<file path="src/rtl/swdod_pkg.sv">
`timescale 1ns / 1ps
`default_nettype none
// ----------------------------------------------------------------------------
// swdod_pkg
// Shared types, constants and the month table of the overload detector.
// ----------------------------------------------------------------------------
package swdod_pkg;

  localparam int unsigned WindowDaysDefault = 7;
  localparam int unsigned CountW            = 16;
  localparam int unsigned DayNumW           = 23;
  localparam int unsigned OutTotalW         = 19;
  localparam int unsigned OutTotalMax       = 524287;
  localparam int unsigned JdOffset          = 32045;
  localparam int unsigned YearBias          = 4800;
  localparam int unsigned DaysPerYear       = 365;
  // ceil(2^17 / 25): exact quotient for values below 43690
  localparam int unsigned Recip25           = 5243;
  localparam int unsigned Recip25Shift      = 17;

  typedef struct packed {
    logic [4:0]  day;
    logic [3:0]  month;
    logic [13:0] year;
    logic [15:0] shipments_on_day;
    logic        last_of_site;
  } in_item_t;

  typedef struct packed {
    logic        overloaded;
    logic [18:0] window_total;
    logic        site_done;
  } out_item_t;

  typedef struct packed {
    logic load;
    logic calc_a;
    logic calc_b;
    logic drop;
    logic insert;
  } swdod_cmd_t;

  typedef struct packed {
    logic evict_hit;
    logic window_full;
  } swdod_sts_t;

  // (153 * m + 2) / 5 with m = month shifted to start in March
  function automatic logic [8:0] month_term(input logic [3:0] month);
    logic [8:0] t;
    case (month)
      4'd0:    t = 9'd275;
      4'd1:    t = 9'd306;
      4'd2:    t = 9'd337;
      4'd3:    t = 9'd0;
      4'd4:    t = 9'd31;
      4'd5:    t = 9'd61;
      4'd6:    t = 9'd92;
      4'd7:    t = 9'd122;
      4'd8:    t = 9'd153;
      4'd9:    t = 9'd184;
      4'd10:   t = 9'd214;
      4'd11:   t = 9'd245;
      4'd12:   t = 9'd275;
      4'd13:   t = 9'd306;
      4'd14:   t = 9'd337;
      default: t = 9'd367;
    endcase
    return t;
  endfunction

endpackage
`default_nettype wire

</file>
<file path="src/rtl/sliding_window_date_overload_detect_top.sv">
`timescale 1ns / 1ps
`default_nettype none
// ----------------------------------------------------------------------------
// sliding_window_date_overload_detect_top
// Per-site windowed shipment total with sticky overload flag.
//
//   channel  dir  handshake              payload
//   in       in   in_valid_i/in_ready_o   in_item_i  (in_item_t)
//   out      out  out_valid_o/out_ready_i out_item_o (out_item_t)
//   cfg      in   cfg_valid_i/cfg_ready_o cfg_data_i (max_count)
//
// One transaction at a time, aging out 0..WINDOW_DAYS window entries:
// accept, two day number stages, one eviction per cycle through the window
// ring, then insert. The next input is taken while a result waits in the output
// register; insert holds while that register is still full.
// Reset clears the window, total, flag and max_count; config always ready.
// ----------------------------------------------------------------------------
module sliding_window_date_overload_detect_top
  import swdod_pkg::*;
#(
  parameter int unsigned WINDOW_DAYS = WindowDaysDefault
) (
  input  wire logic        clk_i,
  input  wire logic        rst_ni,
  input  wire logic        in_valid_i,
  output logic             in_ready_o,
  input  wire in_item_t    in_item_i,
  output logic             out_valid_o,
  input  wire logic        out_ready_i,
  output out_item_t        out_item_o,
  input  wire logic        cfg_valid_i,
  output logic             cfg_ready_o,
  input  wire logic [18:0] cfg_data_i
);

  swdod_cmd_t cmd;
  swdod_sts_t sts;

  assign cfg_ready_o = 1'b1;

  swdod_ctrl u_ctrl (
    .clk_i       (clk_i),
    .rst_ni      (rst_ni),
    .in_valid_i  (in_valid_i),
    .in_ready_o  (in_ready_o),
    .out_valid_o (out_valid_o),
    .out_ready_i (out_ready_i),
    .sts_i       (sts),
    .cmd_o       (cmd)
  );

  swdod_dpath #(
    .WINDOW_DAYS (WINDOW_DAYS)
  ) u_dpath (
    .clk_i       (clk_i),
    .rst_ni      (rst_ni),
    .cmd_i       (cmd),
    .sts_o       (sts),
    .in_item_i   (in_item_i),
    .cfg_valid_i (cfg_valid_i),
    .cfg_data_i  (cfg_data_i),
    .out_item_o  (out_item_o)
  );

endmodule
`default_nettype wire

</file>
<file path="src/rtl/swdod_ctrl.sv">
`timescale 1ns / 1ps
`default_nettype none
// ----------------------------------------------------------------------------
// swdod_ctrl
// Sequencer: day number stages, eviction loop, insert and output handshake.
// ----------------------------------------------------------------------------
module swdod_ctrl
  import swdod_pkg::*;
(
  input  wire logic       clk_i,
  input  wire logic       rst_ni,
  input  wire logic       in_valid_i,
  output logic            in_ready_o,
  output logic            out_valid_o,
  input  wire logic       out_ready_i,
  input  wire swdod_sts_t sts_i,
  output swdod_cmd_t      cmd_o
);

  localparam logic [2:0] StIdle   = 3'd0;
  localparam logic [2:0] StCalcA  = 3'd1;
  localparam logic [2:0] StCalcB  = 3'd2;
  localparam logic [2:0] StEvict  = 3'd3;
  localparam logic [2:0] StInsert = 3'd4;

  logic [2:0] state_q, state_d;
  logic       out_valid_q, out_valid_d;
  logic       out_free;

  assign out_free   = !out_valid_q || out_ready_i;
  assign in_ready_o = (state_q == StIdle);
  assign out_valid_o = out_valid_q;

  always_comb begin
    state_d = state_q;
    cmd_o   = '0;
    case (state_q)
      StIdle: begin
        if (in_valid_i) begin
          cmd_o.load = 1'b1;
          state_d    = StCalcA;
        end
      end
      StCalcA: begin
        cmd_o.calc_a = 1'b1;
        state_d      = StCalcB;
      end
      StCalcB: begin
        cmd_o.calc_b = 1'b1;
        state_d      = StEvict;
      end
      StEvict: begin
        cmd_o.drop = sts_i.evict_hit || sts_i.window_full;
        if (!sts_i.evict_hit) begin
          state_d = StInsert;
        end
      end
      StInsert: begin
        if (out_free) begin
          cmd_o.insert = 1'b1;
          state_d      = StIdle;
        end
      end
      default: begin
        state_d = StIdle;
      end
    endcase
  end

  always_comb begin
    out_valid_d = out_valid_q;
    if (cmd_o.insert) begin
      out_valid_d = 1'b1;
    end else if (out_ready_i) begin
      out_valid_d = 1'b0;
    end
  end

  always_ff @(posedge clk_i or negedge rst_ni) begin
    if (!rst_ni) begin
      state_q     <= StIdle;
      out_valid_q <= 1'b0;
    end else begin
      state_q     <= state_d;
      out_valid_q <= out_valid_d;
    end
  end

  a_one_in_flight: assert property (@(posedge clk_i) disable iff (!rst_ni)
    in_valid_i && in_ready_o |=> !in_ready_o)
    else $error("second transaction accepted while one is in flight");

  a_insert_free: assert property (@(posedge clk_i) disable iff (!rst_ni)
    cmd_o.insert |-> out_free)
    else $error("result written over an untaken result");

  a_load_then_calc: assert property (@(posedge clk_i) disable iff (!rst_ni)
    cmd_o.load |=> cmd_o.calc_a ##1 cmd_o.calc_b)
    else $error("day number stages out of order");

endmodule
`default_nettype wire

</file>
<file path="src/rtl/swdod_dpath.sv">
`timescale 1ns / 1ps
`default_nettype none
// ----------------------------------------------------------------------------
// swdod_dpath
// Day number arithmetic, window ring, running total, flag and result register.
// ----------------------------------------------------------------------------
module swdod_dpath
  import swdod_pkg::*;
#(
  parameter int unsigned WINDOW_DAYS = WindowDaysDefault
) (
  input  wire logic        clk_i,
  input  wire logic        rst_ni,
  input  wire swdod_cmd_t  cmd_i,
  output swdod_sts_t       sts_o,
  input  wire in_item_t    in_item_i,
  input  wire logic        cfg_valid_i,
  input  wire logic [18:0] cfg_data_i,
  output out_item_t        out_item_o
);

  localparam int unsigned IW = (WINDOW_DAYS > 1) ? $clog2(WINDOW_DAYS) : 1;
  localparam int unsigned FW = $clog2(WINDOW_DAYS + 1);
  localparam int unsigned SW = ((IW > FW) ? IW : FW) + 1;
  localparam int unsigned TW = $clog2(WINDOW_DAYS * 65535 + 1);

  // input stage
  logic [4:0]          day_q;
  logic [8:0]          mterm_q;
  logic [14:0]         y_q;
  logic [CountW-1:0]   cnt_in_q;
  logic                last_q;
  // product stage
  logic [23:0]         p365_q;
  logic [12:0]         y4_q;
  logic [8:0]          y100_q;
  logic [9:0]          base_q;
  logic [25:0]         y100_prod;
  // day number
  logic [DayNumW-1:0]  jd_q;
  logic [24:0]         jd_sum;
  // window
  logic [DayNumW-1:0]  dn_q  [WINDOW_DAYS];
  logic [CountW-1:0]   cnt_q [WINDOW_DAYS];
  logic [IW-1:0]       head_q;
  logic [FW-1:0]       fill_q;
  logic [TW-1:0]       total_q;
  logic                ovl_q;
  logic [18:0]         max_q;
  out_item_t           out_q;

  logic [DayNumW:0]    age;
  logic [SW-1:0]       slot_sum;
  logic [IW-1:0]       slot;
  logic [IW-1:0]       head_nxt;
  logic [TW-1:0]       total_new;
  logic                ovl_new;

  assign y100_prod = 26'(y_q[14:2]) * 26'(Recip25);

  assign jd_sum = 25'(p365_q) + 25'(y4_q) + 25'(y100_q[8:2]) + 25'(base_q)
                - 25'(y100_q) - 25'(JdOffset);

  assign age = {1'b0, jd_q} - {1'b0, dn_q[head_q]};

  assign sts_o.evict_hit   = (fill_q != '0) && !age[DayNumW]
                           && (age[DayNumW-1:0] >= DayNumW'(WINDOW_DAYS));
  assign sts_o.window_full = (fill_q == FW'(WINDOW_DAYS));

  assign head_nxt = (head_q == IW'(WINDOW_DAYS - 1)) ? '0 : head_q + 1'b1;

  always_comb begin
    slot_sum = SW'(head_q) + SW'(fill_q);
    if (slot_sum >= SW'(WINDOW_DAYS)) begin
      slot_sum = slot_sum - SW'(WINDOW_DAYS);
    end
    slot = slot_sum[IW-1:0];
  end

  assign total_new = total_q + TW'(cnt_in_q);
  assign ovl_new   = ovl_q || (32'(total_new) > 32'(max_q));

  always_ff @(posedge clk_i) begin
    if (cmd_i.load) begin
      day_q    <= in_item_i.day;
      mterm_q  <= month_term(in_item_i.month);
      y_q      <= 15'(in_item_i.year) + 15'(YearBias)
                - ((in_item_i.month <= 4'd2) ? 15'd1 : 15'd0);
      cnt_in_q <= in_item_i.shipments_on_day;
      last_q   <= in_item_i.last_of_site;
    end
    if (cmd_i.calc_a) begin
      p365_q <= 24'(y_q) * 24'(DaysPerYear);
      y4_q   <= y_q[14:2];
      y100_q <= y100_prod[25:Recip25Shift];
      base_q <= 10'(day_q) + 10'(mterm_q);
    end
    if (cmd_i.calc_b) begin
      jd_q <= jd_sum[DayNumW-1:0];
    end
    if (cmd_i.insert) begin
      dn_q[slot]              <= jd_q;
      cnt_q[slot]             <= cnt_in_q;
      out_q.overloaded        <= ovl_new;
      out_q.window_total      <= (32'(total_new) > 32'(OutTotalMax)) ?
                                 OutTotalW'(OutTotalMax) : OutTotalW'(total_new);
      out_q.site_done         <= last_q;
    end
  end

  always_ff @(posedge clk_i or negedge rst_ni) begin
    if (!rst_ni) begin
      head_q  <= '0;
      fill_q  <= '0;
      total_q <= '0;
      ovl_q   <= 1'b0;
      max_q   <= '0;
    end else begin
      if (cfg_valid_i) begin
        max_q <= cfg_data_i;
      end
      if (cmd_i.drop) begin
        total_q <= total_q - TW'(cnt_q[head_q]);
        head_q  <= head_nxt;
        fill_q  <= fill_q - 1'b1;
      end else if (cmd_i.insert) begin
        if (last_q) begin
          head_q  <= '0;
          fill_q  <= '0;
          total_q <= '0;
          ovl_q   <= 1'b0;
        end else begin
          fill_q  <= fill_q + 1'b1;
          total_q <= total_new;
          ovl_q   <= ovl_new;
        end
      end
    end
  end

  assign out_item_o = out_q;

  a_fill_bound: assert property (@(posedge clk_i) disable iff (!rst_ni)
    fill_q <= FW'(WINDOW_DAYS))
    else $error("window fill beyond capacity");

  a_empty_zero: assert property (@(posedge clk_i) disable iff (!rst_ni)
    fill_q == '0 |-> total_q == '0)
    else $error("empty window with nonzero total");

  a_drop_nonempty: assert property (@(posedge clk_i) disable iff (!rst_ni)
    cmd_i.drop |-> fill_q != '0)
    else $error("eviction from an empty window");

endmodule
`default_nettype wire
</file>
<file path="config.mk">
export PLATFORM = sky130hd
export DESIGN_NAME = sliding_window_date_overload_detect_top
export DESIGN_NICKNAME = d
export VERILOG_FILES = /design/src/rtl/swdod_pkg.sv /design/src/rtl/sliding_window_date_overload_detect_top.sv /design/src/rtl/swdod_ctrl.sv /design/src/rtl/swdod_dpath.sv
export SDC_FILE = /design/constraint.sdc
export NUM_CORES = 1
export LEC_CHECK = 0
export ABC_CLOCK_PERIOD_IN_PS = 4900
export BUFFER_PORTS_ARGS = -buffer_cell sky130_fd_sc_hd__buf_2
export CORE_MARGIN = 1.5
export CORE_UTILIZATION = 59
export CTS_BUF_LIST = sky130_fd_sc_hd__clkbuf_4
export DETAILED_ROUTE_END_ITERATION = 8
export PLACE_DENSITY = 0.76
export SETUP_SLACK_MARGIN = 0.05
export SLEW_MARGIN = 20
export SYNTH_ARGS = -nofsm -noshare
export SYNTH_HDL_FRONTEND = slang
export SYNTH_SLANG_ARGS = --single-unit
</file>
<file path="constraint.sdc">
create_clock -name clk_i -period 4.9 [get_ports clk_i]
set_input_delay 0.245 -clock clk_i [delete_from_list [all_inputs] [get_ports clk_i]]
set_output_delay 0.245 -clock clk_i [all_outputs]
set_load 0.05 [all_outputs]
</file>
==> reports/metrics.cfg <==
[place]
dp_hpwl_mm = 46.0
place_area_um2 = 30600
place_congestion = 0.906
io_buffers = 86

[global_route]
grt_busiest_layer = met2
grt_pass1_wl_mm = 107
grt_use_total_pct = 27.5
grt_use_met2_pct = 49.1
antenna_found_initial = 2
grt_max_degree = 67
overflow = 0
grt_use_met1_pct = 32.5
grt_pass1_vias = 20606
grtUsageMet3_pct = 4.73

[final_layout]
mostFrequentLayoutCells = 418 x edfxtp_1, 296 x inv_1, 267 x ha_1
final_area_um2 = 34100
num-nets-final = 3163
fillerInstances = 3081
layout_commonest_cell = edfxtp_1
drive_above_1_share_pct = 22.2
regArea_um2 = 13800
syn2layout_area_growth_pct = 19.6
multi_input_area_um2 = 14000

[detailed_routing]
routed_wl_mm = 67.5
drtPass1Iterations = 5
drt_iter0_drc = 1317
routedWlPerCell_um = 19.9
vias = 19408
via_per_inst = 5.73
ant_nets = 0
drcViolationCount = 0

[die]
die_x_um = 223
initial_core_util_pct = 59.8
core_um2 = 47700
die_y_um = 223
die_area_um2 = 49700
rows = 80
io_pins = 88

[synthesis]
synthCells = 2257
syn_nets = 2741
synth_top_area_share_pct = 44.0
synth_area_leaders = edfxtp_1 44%, ha_1 12%, fa_1 9.5%
async_flop_share_pct = 10.5
ys.flop_type = edfxtp_1
ys_seq_area_share_pct = 48.3
yosys.area.top_type = edfxtp_1
netlist_area_um2 = 28500
yosys_warnings = 0
synth-edff-count = 418
ys_types = 93
ys_ff_latch = 467
synth.avg_cell_area_um2 = 12.6

[sta]
tns_ns = -1.56
max_slew_margin_pct = 50.4
hold_ws_ns = 0.0838
fin_ws_ns = -0.408
fmax_mhz = 188
grt_setup_unrepaired = true
worst_pin_slew_ns = 0.743
finalClockSkew_ns = 0.0767
final-max-slew-violation-count = 0
period_share_pct = 108
hold_viol_final = 0
setup_violations = 8
period_needed_ns = 5.31

[setup_path]
ff2ff_setup_slack_ns = -0.41
crit_type = register to register
cp.required_ns = 5.50
crit_path_end_kind = register
cp_max_fo = 5
arrival_ns = 5.90
critPathLaunchType = register
rr_worst_depth = 22

[clocking]
worstSkewPairLatency_ns = 0.91
cts_buffers = 119
path_clk_slew_ns = 0.08
clockBufferDepth = 3
htreeDepth = 3
cts.sinks = 467
cts_root_buf = clkbuf_4
cts_tree = built

[run_status]
status = complete, but fails checks
violations = setup timing

[worst_hold_path]
min_path_cells = 2
hold_class = input port to register

[flow_run]
maxCapViolCount = 0

[timing repair]
action                                 CTS  global route
buffers inserted                         6            18
setup endpoints to repair               14            29
hold buffers                           120             0
pin swaps                               15            62
resized for setup                       23           104
endpoints found under the hold margin  134             0
[layout make-up]
type	count	area share (%)
antenna	3	0.0220
inverter	311	3.43
clock inverter	33	0.506
timing repair buffer	356	8.42
multi-input combinational	1424	41.0
tap	615	2.25
sequential	467	40.4
clock buffer	181	3.98
[routing by layer]
| metal | up-vias | part of all wire [%] |
|---|---|---|
| met3 | 197 | 4.9 |
| met2 | 622 | 52 |
| met1 | 9577 | 39 |
| li1 | 9012 | - |
| met4 | 0 | 4.3 |
| met5 | - | 0 |
[critical path, stage by stage, from the launching register on]
cell,delay [ns]
edfxtp_1,0.39
buf_6,0.15
fa_1,0.54
ha_4,0.31
inv_2,0.03
fa_1,0.47
inv_1,0.05
fa_1,0.45
fa_1,0.54
ha_4,0.21
buf_4,0.13
buf_4,0.12
o21a_1,0.09
o21ai_0,0.20
nand2b_1,0.10
a21oi_1,0.22
nor3_2,0.10
a41oi_2,0.18
nand2_2,0.10
a31o_4,0.24
a21o_1,0.19
a21oi_2,0.13
xnor2_1,0.07
[flip-flops by register name (all words and copies together), names as in the netlist]
register,cells
u_dpath.fill_q,3
u_dpath.last_q,1
u_dpath.out_item_o,21
u_dpath.dn_q,161
u_dpath.base_q,10
u_ctrl.out_valid_o,1
u_dpath.jd_q,23
u_dpath.y4_q,13
u_dpath.day_q,5
u_dpath.total_q,19
u_dpath.mterm_q,9
u_dpath.y100_q,9
u_ctrl.state_q,3
u_dpath.max_q,19
u_dpath.head_q,3
u_dpath.ovl_q,1
u_dpath.cnt_q,112
u_dpath.y_q,15
u_dpath.cnt_in_q,16
u_dpath.p365_q,23
[cell families (layout without fill, tap and decap cells)]
logic type	Yosys count	after routing	share of synthesized area [%]
xor gates and xnor gates	97	97	2.98
and+or+nand+nor	387	387	6.39
DFF	467	467	48.3
muxes	123	123	6.05
other	1	4	0.0131
AOI/OAI and AO/OA	396	396	9.29
adders and majority gates	420	420	22.0
buffers and inverters	366	881	5.01
[cells in the mapped netlist (all sizes together), types with 20 or more instances]
master and number:
ha 284, dfrtp 49, mux2i 78, fa 136
clkbuf 33, nor3 22, nor2 105, buf 22
o21a 22, nor2b 20, xor2 34, nand2b 25
nand3 29, a21o 38, edfxtp 418, inv 310
a21oi 94, mux4 39, nand2 127, o21ai 110
xnor2 63
[metrics by stage]
| stage | cells | setup WS [ns] | util (%) |
|---|---|---|---|
| final | 3390 | -0.408 | 71.5 |
| after global routing | 3390 | -0.542 | 71.5 |
| after CTS | 3370 | -0.301 | 70.1 |
| after detailed placement | 3031 | -0.303 | 64.1 |
| after global placement | 3031 | -0.194 | 64.1 |
| after floorplan | 2257 | -0.0201 | - |
[worst paths after layout]
check / startpoint / to
worst max-delay path: u_dpath.y_q[10] / u_dpath.y100_q[8]
worst min-delay path: in_item_i[37] / u_dpath.day_q[2]
worst max register to register: u_dpath.y_q[10] / u_dpath.y100_q[8]
worst min register to register: u_dpath.total_q[18] / u_dpath.total_q[18]
max in group asynchronous: rst_ni / u_dpath.head_q[1]
min in group asynchronous: rst_ni / u_dpath.total_q[11]
Power is left out: the tool's default activity adds up to more than one toggle a clock period on the data nets, which glitch-free logic cannot reach.
